File: src/rtl/ultrasonic_echo_ranger_top_macros.svh
// assertion macros for the echo ranger
// the enclosing module must have clk and rst_n
`ifndef ULTRASONIC_ECHO_RANGER_TOP_MACROS_SVH
`define ULTRASONIC_ECHO_RANGER_TOP_MACROS_SVH

`ifndef NO_ASSERTIONS
`define UER_ASSERT(lbl, prop, msg) \
  lbl: assert property (@(posedge clk) disable iff (!rst_n) prop) else $error(msg);
`define UER_ASSERT_RST(lbl, prop, msg) \
  lbl: assert property (@(posedge clk) prop) else $error(msg);
`else
`define UER_ASSERT(lbl, prop, msg)
`define UER_ASSERT_RST(lbl, prop, msg)
`endif

`endif

File: src/rtl/uer_pkg.sv
package uer_pkg;

  // field widths
  localparam int COUNT_WIDTH = 16;
  localparam int OP_W        = 2;
  localparam int US_W        = 16;
  localparam int CM_W        = 11;
  localparam int TEMP_W      = 7;
  localparam int KHZ_W       = 16;
  localparam int CFG_IDX_W   = 2;
  localparam int CFG_DATA_W  = 16;

  // divider sizing: count*1000 needs 26 bits
  localparam int DIV_NUM_W   = 26;
  localparam int DIV_DEN_W   = 16;
  localparam int DIV_CNT_W   = $clog2(DIV_NUM_W + 1);

  // speed of sound in dm/s
  localparam int SPD_W       = 12;
  localparam int SPD_BASE    = 3313;
  localparam int SPD_SLOPE   = 6;
  localparam int SPD_DROP_SH = 4;   // drop of 15 = 16 - 1
  localparam int RECIP_100   = 5243;
  localparam int RECIP_W     = 13;
  localparam int RECIP_SHIFT = 19;
  localparam int SPD_Q_W     = 6;

  // scale factors and limits
  localparam int US_SCALE    = 1000;
  localparam int CM_SCALE    = 100;
  localparam int US_MAX      = 65535;

  // reset values of the registers
  localparam int TEMP_RESET  = 22;
  localparam int KHZ_RESET   = 1000;

  // register indexes
  localparam logic [CFG_IDX_W-1:0] CFG_TEMP = 2'd0;
  localparam logic [CFG_IDX_W-1:0] CFG_KHZ  = 2'd1;

  // opcodes
  localparam logic [OP_W-1:0] OP_START = 2'd0;
  localparam logic [OP_W-1:0] OP_EDGE  = 2'd1;
  localparam logic [OP_W-1:0] OP_OVF   = 2'd2;

  // result status
  localparam logic STAT_DONE = 1'b0;
  localparam logic STAT_OVF  = 1'b1;

  typedef enum logic [1:0] {
    MODE_IDLE = 2'd0,
    MODE_TRIG = 2'd1,
    MODE_MEAS = 2'd2,
    MODE_FIN  = 2'd3
  } mode_t;

  typedef enum logic [1:0] {
    ST_READY = 2'd0,
    ST_US    = 2'd1,
    ST_CM    = 2'd2
  } state_t;

  typedef struct packed {
    logic div_us_start;
    logic div_cm_start;
    logic emit_ok;
    logic emit_ovf;
  } cmd_t;

  typedef struct packed {
    logic div_done;
    logic out_busy;
  } sts_t;

endpackage

File: src/rtl/uer_if.sv
interface uer_in_if;
  import uer_pkg::*;
  logic                   valid;
  logic                   ready;
  logic [OP_W-1:0]        opcode;
  logic [COUNT_WIDTH-1:0] echo_count;
  modport source (output valid, output opcode, output echo_count, input ready);
  modport sink (input valid, input opcode, input echo_count, output ready);
endinterface

interface uer_out_if;
  import uer_pkg::*;
  logic            valid;
  logic            ready;
  logic            status;
  logic [US_W-1:0] echo_us;
  logic [CM_W-1:0] distance_cm;
  modport source (output valid, output status, output echo_us, output distance_cm,
                  input ready);
  modport sink (input valid, input status, input echo_us, input distance_cm,
                output ready);
endinterface

interface uer_cfg_if;
  import uer_pkg::*;
  logic                  valid;
  logic                  ready;
  logic [CFG_IDX_W-1:0]  index;
  logic [CFG_DATA_W-1:0] data;
  modport source (output valid, output index, output data, input ready);
  modport sink (input valid, input index, input data, output ready);
endinterface

File: src/rtl/ultrasonic_echo_ranger_top.sv
// an overflow abort has its result valid in the cycle after its transfer
// a second capture edge has its result valid after two 26-step shift-subtract
// divisions run one after the other in the shared divider
// input ready holds low while a result waits; the next item can transfer
// with the result
// synchronous active-low reset: mode idle, temperature 22 C, counter 1000 kHz
module ultrasonic_echo_ranger_top (
  input  logic       clk,
  input  logic       rst_n,
  uer_in_if.sink     in_ch,
  uer_out_if.source  out_ch,
  uer_cfg_if.sink    cfg_ch
);
  import uer_pkg::*;

  cmd_t cmd;
  sts_t sts;

  uer_ctrl u_ctrl (
    .clk       (clk),
    .rst_n     (rst_n),
    .in_valid  (in_ch.valid),
    .in_opcode (in_ch.opcode),
    .in_ready  (in_ch.ready),
    .sts       (sts),
    .cmd       (cmd)
  );

  uer_dp u_dp (
    .clk             (clk),
    .rst_n           (rst_n),
    .cmd             (cmd),
    .sts             (sts),
    .in_echo_count   (in_ch.echo_count),
    .cfg_valid       (cfg_ch.valid),
    .cfg_index       (cfg_ch.index),
    .cfg_data        (cfg_ch.data),
    .cfg_ready       (cfg_ch.ready),
    .out_valid       (out_ch.valid),
    .out_ready       (out_ch.ready),
    .out_status      (out_ch.status),
    .out_echo_us     (out_ch.echo_us),
    .out_distance_cm (out_ch.distance_cm)
  );

endmodule

File: src/rtl/uer_div.sv
module uer_div (
  input  logic                           clk,
  input  logic                           rst_n,
  input  logic                           start,
  input  logic [uer_pkg::DIV_NUM_W-1:0]  dividend,
  input  logic [uer_pkg::DIV_DEN_W-1:0]  divisor,
  output logic                           done,
  output logic [uer_pkg::DIV_NUM_W-1:0]  quotient
);
  import uer_pkg::*;

  localparam logic [DIV_CNT_W-1:0] LAST = DIV_CNT_W'(DIV_NUM_W - 1);

  logic                   busy_r;
  logic                   done_r;
  logic [DIV_CNT_W-1:0]   cnt_r;
  logic [DIV_NUM_W-1:0]   num_r;
  logic [DIV_DEN_W-1:0]   den_r;
  logic [DIV_DEN_W-1:0]   rem_r;
  logic [DIV_DEN_W:0]     trial;
  logic                   qbit;
  logic [DIV_DEN_W-1:0]   rem_nxt;

  // one restoring step: shift in next dividend bit, try subtract
  always_comb begin
    trial   = {rem_r, num_r[DIV_NUM_W-1]};
    qbit    = (trial >= {1'b0, den_r});
    rem_nxt = qbit ? DIV_DEN_W'(trial - {1'b0, den_r}) : trial[DIV_DEN_W-1:0];
  end

  // control
  always_ff @(posedge clk) begin
    if (!rst_n) begin
      busy_r <= 1'b0;
      done_r <= 1'b0;
      cnt_r  <= '0;
    end else begin
      done_r <= 1'b0;
      if (start) begin
        busy_r <= 1'b1;
        cnt_r  <= '0;
      end else if (busy_r) begin
        cnt_r <= cnt_r + 1'b1;
        if (cnt_r == LAST) begin
          busy_r <= 1'b0;
          done_r <= 1'b1;
        end
      end
    end
  end

  // quotient bits shift into the dividend register
  always_ff @(posedge clk) begin
    if (start) begin
      num_r <= dividend;
      den_r <= divisor;
      rem_r <= '0;
    end else if (busy_r) begin
      num_r <= {num_r[DIV_NUM_W-2:0], qbit};
      rem_r <= rem_nxt;
    end
  end

  assign done     = done_r;
  assign quotient = num_r;

endmodule

File: src/rtl/uer_ctrl.sv
`include "ultrasonic_echo_ranger_top_macros.svh"

module uer_ctrl (
  input  logic                     clk,
  input  logic                     rst_n,
  input  logic                     in_valid,
  input  logic [uer_pkg::OP_W-1:0] in_opcode,
  output logic                     in_ready,
  input  uer_pkg::sts_t            sts,
  output uer_pkg::cmd_t            cmd
);
  import uer_pkg::*;

  state_t state_r, state_nxt;
  mode_t  mode_r, mode_nxt;
  logic   accept;

  assign in_ready = (state_r == ST_READY) && !sts.out_busy;
  assign accept   = in_valid && in_ready;

  // state and mode registers
  always_ff @(posedge clk) begin
    if (!rst_n) begin
      state_r <= ST_READY;
      mode_r  <= MODE_IDLE;
    end else begin
      state_r <= state_nxt;
      mode_r  <= mode_nxt;
    end
  end

  // next state and echo mode
  always_comb begin
    state_nxt = state_r;
    mode_nxt  = mode_r;
    unique case (state_r)
      ST_READY: begin
        if (accept) begin
          priority if (in_opcode == OP_START) begin
            mode_nxt = MODE_TRIG;
          end else if (in_opcode == OP_EDGE) begin
            if (mode_r == MODE_TRIG) begin
              mode_nxt = MODE_MEAS;
            end else if (mode_r == MODE_MEAS) begin
              mode_nxt  = MODE_FIN;
              state_nxt = ST_US;
            end
          end else if (in_opcode == OP_OVF) begin
            if (mode_r == MODE_TRIG || mode_r == MODE_MEAS) begin
              mode_nxt = MODE_IDLE;
            end
          end else begin
            mode_nxt = mode_r;
          end
        end
      end
      ST_US: begin
        if (sts.div_done) begin
          state_nxt = ST_CM;
        end
      end
      ST_CM: begin
        if (sts.div_done) begin
          state_nxt = ST_READY;
        end
      end
      default: begin
        state_nxt = ST_READY;
      end
    endcase
  end

  // commands to the datapath
  always_comb begin
    cmd.div_us_start = accept && (in_opcode == OP_EDGE) && (mode_r == MODE_MEAS);
    cmd.div_cm_start = (state_r == ST_US) && sts.div_done;
    cmd.emit_ok      = (state_r == ST_CM) && sts.div_done;
    cmd.emit_ovf     = accept && (in_opcode == OP_OVF) &&
                       (mode_r == MODE_TRIG || mode_r == MODE_MEAS);
  end

  `UER_ASSERT(a_done_while_dividing, sts.div_done |-> (state_r == ST_US || state_r == ST_CM), "divider done outside a division")
  `UER_ASSERT(a_ok_returns_ready, cmd.emit_ok |=> (state_r == ST_READY), "no return to ready after result")
  `UER_ASSERT(a_div_means_finished, (state_r != ST_READY) |-> (mode_r == MODE_FIN), "division running while not finished")
  `UER_ASSERT(a_ovf_goes_idle, cmd.emit_ovf |=> (mode_r == MODE_IDLE), "overflow did not return to idle")

endmodule

File: src/rtl/uer_dp.sv
module uer_dp (
  input  logic                            clk,
  input  logic                            rst_n,
  input  uer_pkg::cmd_t                   cmd,
  output uer_pkg::sts_t                   sts,
  input  logic [uer_pkg::COUNT_WIDTH-1:0] in_echo_count,
  input  logic                            cfg_valid,
  input  logic [uer_pkg::CFG_IDX_W-1:0]   cfg_index,
  input  logic [uer_pkg::CFG_DATA_W-1:0]  cfg_data,
  output logic                            cfg_ready,
  output logic                            out_valid,
  input  logic                            out_ready,
  output logic                            out_status,
  output logic [uer_pkg::US_W-1:0]        out_echo_us,
  output logic [uer_pkg::CM_W-1:0]        out_distance_cm
);
  import uer_pkg::*;

  logic [TEMP_W-1:0]            temp_r;
  logic [KHZ_W-1:0]             khz_r;
  logic [SPD_W-1:0]             a0_r;
  logic [SPD_W-1:0]             a1_r;
  logic [SPD_Q_W-1:0]           q_r;
  logic [SPD_W-1:0]             spd_r;
  logic [SPD_W+RECIP_W-1:0]     recip_prod;
  logic                         div_start;
  logic [DIV_NUM_W-1:0]         div_num;
  logic [DIV_DEN_W-1:0]         div_den;
  logic                         div_done;
  logic [DIV_NUM_W-1:0]         div_quot;
  logic [US_W-1:0]              us_sat;
  logic                         out_valid_r;
  logic                         status_r;
  logic [US_W-1:0]              us_r;
  logic [CM_W-1:0]              cm_r;

  // configuration registers, always ready
  assign cfg_ready = 1'b1;
  always_ff @(posedge clk) begin
    if (!rst_n) begin
      temp_r <= TEMP_W'(TEMP_RESET);
      khz_r  <= KHZ_W'(KHZ_RESET);
    end else if (cfg_valid) begin
      if (cfg_index == CFG_TEMP) begin
        temp_r <= cfg_data[TEMP_W-1:0];
      end else if (cfg_index == CFG_KHZ) begin
        khz_r <= cfg_data[KHZ_W-1:0];
      end
    end
  end

  // airspeed pipeline: a = base + 6t, then a - (a/100)*15; stages a0, a1/q, spd
  assign recip_prod = (SPD_W+RECIP_W)'(a0_r) * (SPD_W+RECIP_W)'(RECIP_100);
  always_ff @(posedge clk) begin
    a0_r  <= SPD_W'(SPD_BASE) + SPD_W'(temp_r) * SPD_W'(SPD_SLOPE);
    a1_r  <= a0_r;
    q_r   <= recip_prod[RECIP_SHIFT+SPD_Q_W-1:RECIP_SHIFT];
    spd_r <= a1_r - ((SPD_W'(q_r) << SPD_DROP_SH) - SPD_W'(q_r));
  end

  // saturate the first quotient to microseconds
  assign us_sat = (div_quot > DIV_NUM_W'(US_MAX)) ? US_W'(US_MAX) : div_quot[US_W-1:0];

  // divider operand select
  always_comb begin
    div_start = cmd.div_us_start || cmd.div_cm_start;
    if (cmd.div_us_start) begin
      div_num = DIV_NUM_W'(in_echo_count) * DIV_NUM_W'(US_SCALE);
      div_den = khz_r;
    end else begin
      div_num = DIV_NUM_W'(us_sat) * DIV_NUM_W'(CM_SCALE);
      div_den = DIV_DEN_W'(spd_r);
    end
  end

  uer_div u_div (
    .clk      (clk),
    .rst_n    (rst_n),
    .start    (div_start),
    .dividend (div_num),
    .divisor  (div_den),
    .done     (div_done),
    .quotient (div_quot)
  );

  // result register
  always_ff @(posedge clk) begin
    if (!rst_n) begin
      out_valid_r <= 1'b0;
    end else if (cmd.emit_ok || cmd.emit_ovf) begin
      out_valid_r <= 1'b1;
    end else if (out_ready) begin
      out_valid_r <= 1'b0;
    end
  end

  always_ff @(posedge clk) begin
    if (cmd.emit_ovf) begin
      status_r <= STAT_OVF;
      us_r     <= '0;
      cm_r     <= '0;
    end else begin
      if (cmd.div_cm_start) begin
        us_r <= us_sat;
      end
      if (cmd.emit_ok) begin
        status_r <= STAT_DONE;
        cm_r     <= div_quot[CM_W:1];
      end
    end
  end

  assign sts.div_done    = div_done;
  assign sts.out_busy    = out_valid_r && !out_ready;
  assign out_valid       = out_valid_r;
  assign out_status      = status_r;
  assign out_echo_us     = us_r;
  assign out_distance_cm = cm_r;

endmodule
File: src/flat_wrapper.sv
// flat-port wrapper written by rule: the top's interface ports become plain ports
module ultrasonic_echo_ranger_top_flat import uer_pkg::*;
  (clk, rst_n, in_ch_valid, in_ch_opcode, in_ch_echo_count, in_ch_ready, out_ch_valid, out_ch_status, out_ch_echo_us, out_ch_distance_cm, out_ch_ready, cfg_ch_valid, cfg_ch_index, cfg_ch_data, cfg_ch_ready);
  uer_in_if in_ch_i ();
  uer_out_if out_ch_i ();
  uer_cfg_if cfg_ch_i ();
  input  logic clk;
  input  logic rst_n;
  input wire logic [$bits(in_ch_i.valid)-1:0] in_ch_valid;
  input wire logic [$bits(in_ch_i.opcode)-1:0] in_ch_opcode;
  input wire logic [$bits(in_ch_i.echo_count)-1:0] in_ch_echo_count;
  output wire logic [$bits(in_ch_i.ready)-1:0] in_ch_ready;
  output wire logic [$bits(out_ch_i.valid)-1:0] out_ch_valid;
  output wire logic [$bits(out_ch_i.status)-1:0] out_ch_status;
  output wire logic [$bits(out_ch_i.echo_us)-1:0] out_ch_echo_us;
  output wire logic [$bits(out_ch_i.distance_cm)-1:0] out_ch_distance_cm;
  input wire logic [$bits(out_ch_i.ready)-1:0] out_ch_ready;
  input wire logic [$bits(cfg_ch_i.valid)-1:0] cfg_ch_valid;
  input wire logic [$bits(cfg_ch_i.index)-1:0] cfg_ch_index;
  input wire logic [$bits(cfg_ch_i.data)-1:0] cfg_ch_data;
  output wire logic [$bits(cfg_ch_i.ready)-1:0] cfg_ch_ready;
  assign in_ch_i.valid = in_ch_valid;
  assign in_ch_i.opcode = in_ch_opcode;
  assign in_ch_i.echo_count = in_ch_echo_count;
  assign in_ch_ready = in_ch_i.ready;
  assign out_ch_valid = out_ch_i.valid;
  assign out_ch_status = out_ch_i.status;
  assign out_ch_echo_us = out_ch_i.echo_us;
  assign out_ch_distance_cm = out_ch_i.distance_cm;
  assign out_ch_i.ready = out_ch_ready;
  assign cfg_ch_i.valid = cfg_ch_valid;
  assign cfg_ch_i.index = cfg_ch_index;
  assign cfg_ch_i.data = cfg_ch_data;
  assign cfg_ch_ready = cfg_ch_i.ready;
  ultrasonic_echo_ranger_top u_core (.clk(clk), .rst_n(rst_n), .in_ch(in_ch_i), .out_ch(out_ch_i), .cfg_ch(cfg_ch_i));
endmodule
File: config.mk
export PLATFORM = sky130hd
export DESIGN_NAME = ultrasonic_echo_ranger_top_flat
export DESIGN_NICKNAME = d
export VERILOG_FILES = /design/src/rtl/uer_pkg.sv /design/src/rtl/uer_if.sv /design/src/rtl/ultrasonic_echo_ranger_top.sv /design/src/rtl/uer_div.sv /design/src/rtl/uer_ctrl.sv /design/src/rtl/uer_dp.sv /design/src/flat_wrapper.sv
export VERILOG_INCLUDE_DIRS = /design/src /design/src/rtl
export SDC_FILE = /design/constraint.sdc
export NUM_CORES = 1
export LEC_CHECK = 0
export BUFFER_PORTS_ARGS = -buffer_cell sky130_fd_sc_hd__buf_2
export CAP_MARGIN = 20
export CORE_UTILIZATION = 35
export CTS_CLUSTER_SIZE = 12
export DETAILED_ROUTE_END_ITERATION = 8
export GPL_TIMING_DRIVEN = 0
export PLACE_DENSITY = 0.55
export SYNTH_ARGS = -nofsm -noshare
export SYNTH_HDL_FRONTEND = slang
export SYNTH_SLANG_ARGS = --single-unit
File: constraint.sdc
create_clock -name clk -period 14.8 [get_ports clk]
set_input_delay 0.74 -clock clk [delete_from_list [all_inputs] [get_ports clk]]
set_output_delay 0.74 -clock clk [all_outputs]
set_load 0.005 [all_outputs]
Yosys cells after proc, flatten, opt, wreduce, memory -nomap -nowiden
Index checks and enable logic that the tools add are counted.

operators by class
  $add $sub $neg = 5
  multipliers = 4
  divide/modulo/power cells = 0
  $lt $le $gt $ge = 2
  eq/ne operators = 16
  shifts and indexed selects = 0
  multiplexer cells = 26
  bitwise logic cells = 3
  reductions and logical operators = 27

operators by type and width
  kind                                                                               number
  26-bit 2-to-1 mux                                                                  3
  16-bit 2-to-1 mux                                                                  2
  26-bit by 16-bit greater-than comparator with 1-bit output, second input constant  1
  2-bit 2-to-1 mux                                                                   13
  12-bit by 13-bit multiplier with 25-bit output, second input constant              1
  16-bit by 7-bit multiplier with 23-bit output, second input constant               1
  16-bit by 5-bit multiplier with 21-bit output, second input constant               1
  17-bit by 16-bit greater-or-equal comparator with 1-bit output                     1
  16-bit subtractor                                                                  1
  11-bit by 11-bit adder with 12-bit output, first input constant                    1
  12-bit 2-to-1 mux                                                                  1
  12-bit subtractor                                                                  1
  10-bit by 6-bit subtractor with 11-bit output                                      1
  2-bit inequality test, second input constant                                       5
  1-bit logical AND                                                                  9
  7-bit by 2-bit multiplier with 9-bit output, second input constant                 1
  2-bit by 1-bit == test with 1-bit output, second input constant                    4
  7-bit AND reduction                                                                1
  2-bit == test, second input constant                                               3
  2-bit logical NOT                                                                  3
  1-bit 2-to-1 mux                                                                   6
  2-bit case mux with 3 select lines                                                 1
  3-bit nonzero test                                                                 2
  5-bit by 1-bit adder with 5-bit output, second input constant                      1
  12 further kinds                                                                   19

word-level totals
  bits in registers = 163
  bits in latches = 0
  memory bits (writable) = 0
  bits in read-only memories = 0
  input bits = 41
  output and inout bits = 31
  word-level logic and storage cells = 102
  memories kept = 0

Longest topological paths before layout
  depth after elaboration = 9
  gate-level depth with buffers = 18
  gate-level depth less buffers = 17

Cells and area by module
From an unflattened synthesis, not the netlist that was laid out.

unflattened totals
  cells, all modules = 1544
  area total of the unflattened synthesis = 14680.3 um^2

modules (own cells, without submodules)
  module    times used  cells an instance  area each (um^2)  sequential area each (um^2)
  uer_dp    1           1195               10919.2           1841.8
  uer_div   1           316                3477.1            1721.7
  uer_ctrl  1           33                 284.0             80.1

Worst setup path before layout
Ideal clock, no wire load.

  path kind = input to register
  start point = in in_ch_echo_count[8]
  end point = reg u_core.u_dp.u_div.num_r[25] (netlist: u_core.u_dp.u_div.quotient[25]) (data pin)
  library setup time = 0.261 ns
  arrival = 4.695 ns
  required time = 14.539 ns
  setup slack = 9.844 ns
  cell stages on the path = 16
  buffers on the path = 0
  cells stage by stage = inv_1 -> fa_1 -> fa_1 -> inv_1 -> fa_1 -> inv_1 -> fa_1 -> inv_1 -> ha_1 -> a21oi_1 -> inv_1 -> or4_1 -> o221ai_1 -> o221ai_1 -> mux2i_1 -> nand3_1

between the ends
  cells in the longest elaborated chain, start to end = 3

RTL lines
  element                                        RTL line            text
  start: declaration                             flat_wrapper.sv:11  input wire logic [$bits(in_ch_i.echo_count)-1:0] in_ch_echo_count;
  16-bit by 7-bit multiplier with 23-bit output  uer_dp.sv:68        div_num = DIV_NUM_W'(in_echo_count) * DIV_NUM_W'(US_SCALE);
  26-bit 2-to-1 mux                              uer_dp.sv:67        if (cmd.div_us_start) begin
  26-bit 2-to-1 mux                              uer_div.sv:54       if (start) begin
  end signal: assignment                         uer_div.sv:55       num_r <= dividend;
  end signal: assignment                         uer_div.sv:59       num_r <= {num_r[DIV_NUM_W-2:0], qbit};
  end: declaration                               uer_div.sv:17       logic [DIV_NUM_W-1:0] num_r;

No other way between the ends.
A chain may end at the register's enable or synchronous reset.

Worst setup path after layout
  start point = reg u_core.u_dp.a0_r[6]
  end point = reg u_core.u_dp.q_r[5]

between the ends
  cells in the longest elaborated chain, start to end = 1

RTL lines
  element                                         RTL line      text
  start: declaration                              uer_dp.sv:21  logic [SPD_W-1:0] a0_r;
  start signal: assignment                        uer_dp.sv:55  a0_r <= SPD_W'(SPD_BASE) + SPD_W'(temp_r) * SPD_W'(SPD_SLOPE);
  12-bit by 13-bit multiplier with 25-bit output  uer_dp.sv:53  assign recip_prod = (SPD_W+RECIP_W)'(a0_r) * (SPD_W+RECIP_W)'(RECIP_100);
  via u_core.u_dp.recip_prod[24]                  uer_dp.sv:25  logic [SPD_W+RECIP_W-1:0] recip_prod;
  end signal: assignment                          uer_dp.sv:57  q_r <= recip_prod[RECIP_SHIFT+SPD_Q_W-1:RECIP_SHIFT];
  end: declaration                                uer_dp.sv:23  logic [SPD_Q_W-1:0] q_r;

The timed path passes the listed nets, and every way through them passes these cells.

==> metrics <==
number of cells traversed by the worst hold path=0; Power per Cell Area=around 210 nW/um^2; area enclosed by the die boundary=42350 um^2; cell row count=74; routability-driven placement congestion ratio=between 0.8 and 0.9; GRT Total Usage=0.1632; arrival time of data at the critical path endpoint=5890 ps; overflow left after global routing=0; total of max-cap violations=0; pin count of the biggest net entering global routing=27; critical path class=flop to flop; post-detail-place hpwl=26920 um; slack of the worst reg-to-reg path=9270 ps; worst min-delay path class=flop to flop; setup repair after global routing missed its margin=false; CTS H-tree depth=4; initial antenna violation count=1; die height=205.8 um; number of warning messages in the yosys log=0; total nets after synthesis=1983; capturing element type of the critical path=flop; Final TNS setup=0 ps; # clock sinks=between 150 and 200; sum of routed wire length over all layers=between 30000 and 40000 um; core area=40920 um^2; number of endpoints failing setup at the final stage=0; biggest area contributors in the synthesized netlist=sky130_fd_sc_hd__ha_1 (19%), sky130_fd_sc_hd__dfxtp_1 (16%), sky130_fd_sc_hd__fa_1 (15%); gate count after technology mapping=1607; total number of vias=10850; endpoints failing hold=0; length in cells of the worst reg-to-reg path=17; residual antenna-violating net count after detailed routing=0; most used flip-flop cell after synthesis=sky130_fd_sc_hd__dfxtp_1; Filler Cell Count=4105; die extent in x=205.8 um; worst setup skew after layout=approximately 12 ps; Post-Place Cells=about 2200; Post-synth EDFFs=42; largest driver fanout on the critical path=6; routed vias/inst=~4.8; post_cts resized=0; number of global-route vias before repair=11000; pin slew with the least headroom to its limit=735.4 ps; NumNets Final=around 2100; buffers added on ports=70; fin crit period=5530 ps; fraction of post-synthesis cell area in the top cell type by area=0.1920; top cells by instance count after synthesis=sky130_fd_sc_hd__inv_1 (280), sky130_fd_sc_hd__ha_1 (223), sky130_fd_sc_hd__nand2_1 (152); hold buffer count at CTS=0; post-route fraction of the period consumed by the critical path=0.3736; result of the run=finished clean; cell with the most instances after synthesis=sky130_fd_sc_hd__inv_1; sequence of cells on the critical path=inv_1 > fa_1 > fa_1 > inv_1 > fa_1 > fa_1 > inv_1 > fa_1 > inv_1 > ha_1 > a21oi_1 > o221ai_1 > a221oi_1 > o211a_1 > o21ai_1 > or4_1 > nand4_1; TritonCTS clock tree=yes; number of buffers inserted during clock tree synthesis=17; sequential-to-total area share from yosys stat=0.2507; share of synthesized registers carrying an async set or reset=0; clk root buf=sky130_fd_sc_hd__clkbuf_16; clock-pin slew on the worst setup and hold paths=70 ps; data required time of the critical path=15160 ps; Initial DRT Pass Iterations=6; final routed wire length divided by cell count=14.58 um; global-route wire length before repair=55050 um; # IOs=72; maximum clock path buffer count=2; critical path's largest stage delay=560 ps; antenna diode instance count=0; post-route DRC violation count=0; non-filler instance count after layout=2241; Initial Util=0.3551; Syn Area/Cell=9.044 um^2; IR Drop Worst-Case VDD=0.0003056 V; critical-path cell with the highest stage delay=sky130_fd_sc_hd__fa_1; fraction of layout instances using a drive strength above 1=0.07782; flip-flop and latch count after synthesis=161; drt first-iter violations=537; Worst Hold Margin=388.7 ps; CP most frequent cell=sky130_fd_sc_hd__fa_1; Pins Over Slew Limit=0; synthesized area=14530 um^2; Clock Latency Late Sink=approximately 430 ps; relative slew slack=0.5035; maximum operating frequency=180.8 MHz; biggest area consumer among synthesized cells=sky130_fd_sc_hd__ha_1; number of buffers added for setup after CTS=0; Syn-to-layout area delta=11.13%; leakage power summed over all cells=between 7 and 8 nW; Cell variety after synth=70; crit start category=flop
-- registers in the layout (all words and copies together), names as in the netlist, 11 cells and up --
signal	flops
u_core.u_dp.out_echo_us	16
u_core.u_dp.a1_r	11
u_core.u_dp.khz_r	16
u_core.u_dp.out_distance_cm	11
u_core.u_dp.u_div.rem_r	16
u_core.u_dp.a0_r	11
u_core.u_dp.u_div.den_r	16
u_core.u_dp.u_div.quotient	26
u_core.u_dp.spd_r	12
-- path summary, 6_finish.rpt --
check	startpoint	endpoint
setup reg to reg	u_core.u_dp.a0_r[6]$_DFF_P_	u_core.u_dp.q_r[5]$_DFF_P_
hold reg to reg	u_core.u_dp.temp_r[0]$_SDFFE_PN0P_	u_core.u_dp.a0_r[1]$_DFF_P_
setup / recovery	u_core.u_dp.a0_r[6]$_DFF_P_	u_core.u_dp.q_r[5]$_DFF_P_
hold / removal	u_core.u_dp.temp_r[0]$_SDFFE_PN0P_	u_core.u_dp.a0_r[1]$_DFF_P_
-- kinds of logic (layout without fill, tap and decap cells) --
group                    count (synthesis)  count (layout)  synth area share
XOR/XNOR                                69              69           0.04158
AO/OA/AOI/OAI                          287             287            0.1279
flip-flops                             161             161            0.2507
multiplexers                            18              18           0.01248
other                                    1               1         0.0002580
adder cells (fa/ha/maj)                335             335            0.3462
AND/OR/NAND/NOR                        414             414            0.1358
buffers and inverters                  322             424           0.08505
-- cell type report --
class                   instances  area (um^2)  share of cell area
clock buffers                  19        454.2             0.02812
well taps                     532        665.6             0.04121
plain buffers                  41        181.4             0.01123
repair buffers                 71        377.9             0.02339
clock inverters                12        120.1            0.007437
flip-flops and latches        161         3643              0.2256
inverters                     281         1055             0.06530
multi-input cells            1124         9654              0.5977
-- where the power goes --
group	switching (mW)	internal (mW)	total [mW]
clock network	0.190	0.245	0.435
registers	0.0616	0.555	0.617
logic	1.35	1.06	2.42
total	1.60	1.86	3.47
-- through the flow --
| step | setup WS [ps] | instance area (um^2) | total power [mW] | utilization |
|---|---|---|---|---|
| 4_1_cts | 9188 | 16120 | 3.516 | 0.3940 |
| 5_1_grt | 8932 | 16150 | 3.954 | 0.3947 |
| 3_3_place_gp | 9277 | 15550 | 3.019 | 0.3800 |
| 2_1_floorplan | 9844 | 14530 | 2.485 | - |
| 3_5_place_dp | 9223 | 15550 | 3.060 | 0.3800 |
| 6_report | 9270 | 16150 | 3.468 | 0.3947 |
-- worst max-delay path, delay by kind of cell, from the launching register on --
family | cells | cell delay [ps]
buffers and inverters | 4 | 280
DFF | 1 | 550
and+or+nand+nor | 2 | 520
AOI/OAI and AO/OA | 5 | 1150
adders and majority gates | 6 | 2960
-- layer usage --
| layer | track usage | vias to the layer above | wire length, um |
|---|---|---|---|
| li1 | - | 5554 | - |
| met1 | 0.2167 | 5148 | 15880 |
| met2 | 0.2850 | 126 | 15710 |
| met3 | 0.01663 | 24 | 735 |
| met4 | 0.03493 | 0 | 343 |
| met5 | 0 | - | 0 |
-- cells in the final DEF, fill, tap and decap left out, drive strengths merged, types with 5 or more instances in the layout --
| cell type | n |
|---|---|
| o21a | 11 |
| and2 | 12 |
| and3 | 10 |
| clkbuf | 45 |
| nor2 | 92 |
| a21o | 27 |
| inv | 287 |
| a31oi | 13 |
| nand2 | 152 |
| nand2b | 11 |
| a211oi | 28 |
| edfxtp | 42 |
| fa | 112 |
| o22ai | 5 |
| xnor2 | 43 |
| buf | 86 |
| o21bai | 6 |
| dfxtp | 119 |
| a21boi | 14 |
| nor3b | 6 |
| o21ai | 46 |
| o211ai | 8 |
| mux2i | 17 |
| clkinv | 5 |
| a22oi | 7 |
| nor2b | 17 |
| xor2 | 26 |
| or3 | 6 |
| nor3 | 27 |
| o221ai | 6 |
| a21oi | 86 |
| nor4 | 8 |
| or2 | 10 |
| nand4 | 12 |
| ha | 223 |
| nand3 | 34 |
Power figures use the tool's default switching activity.
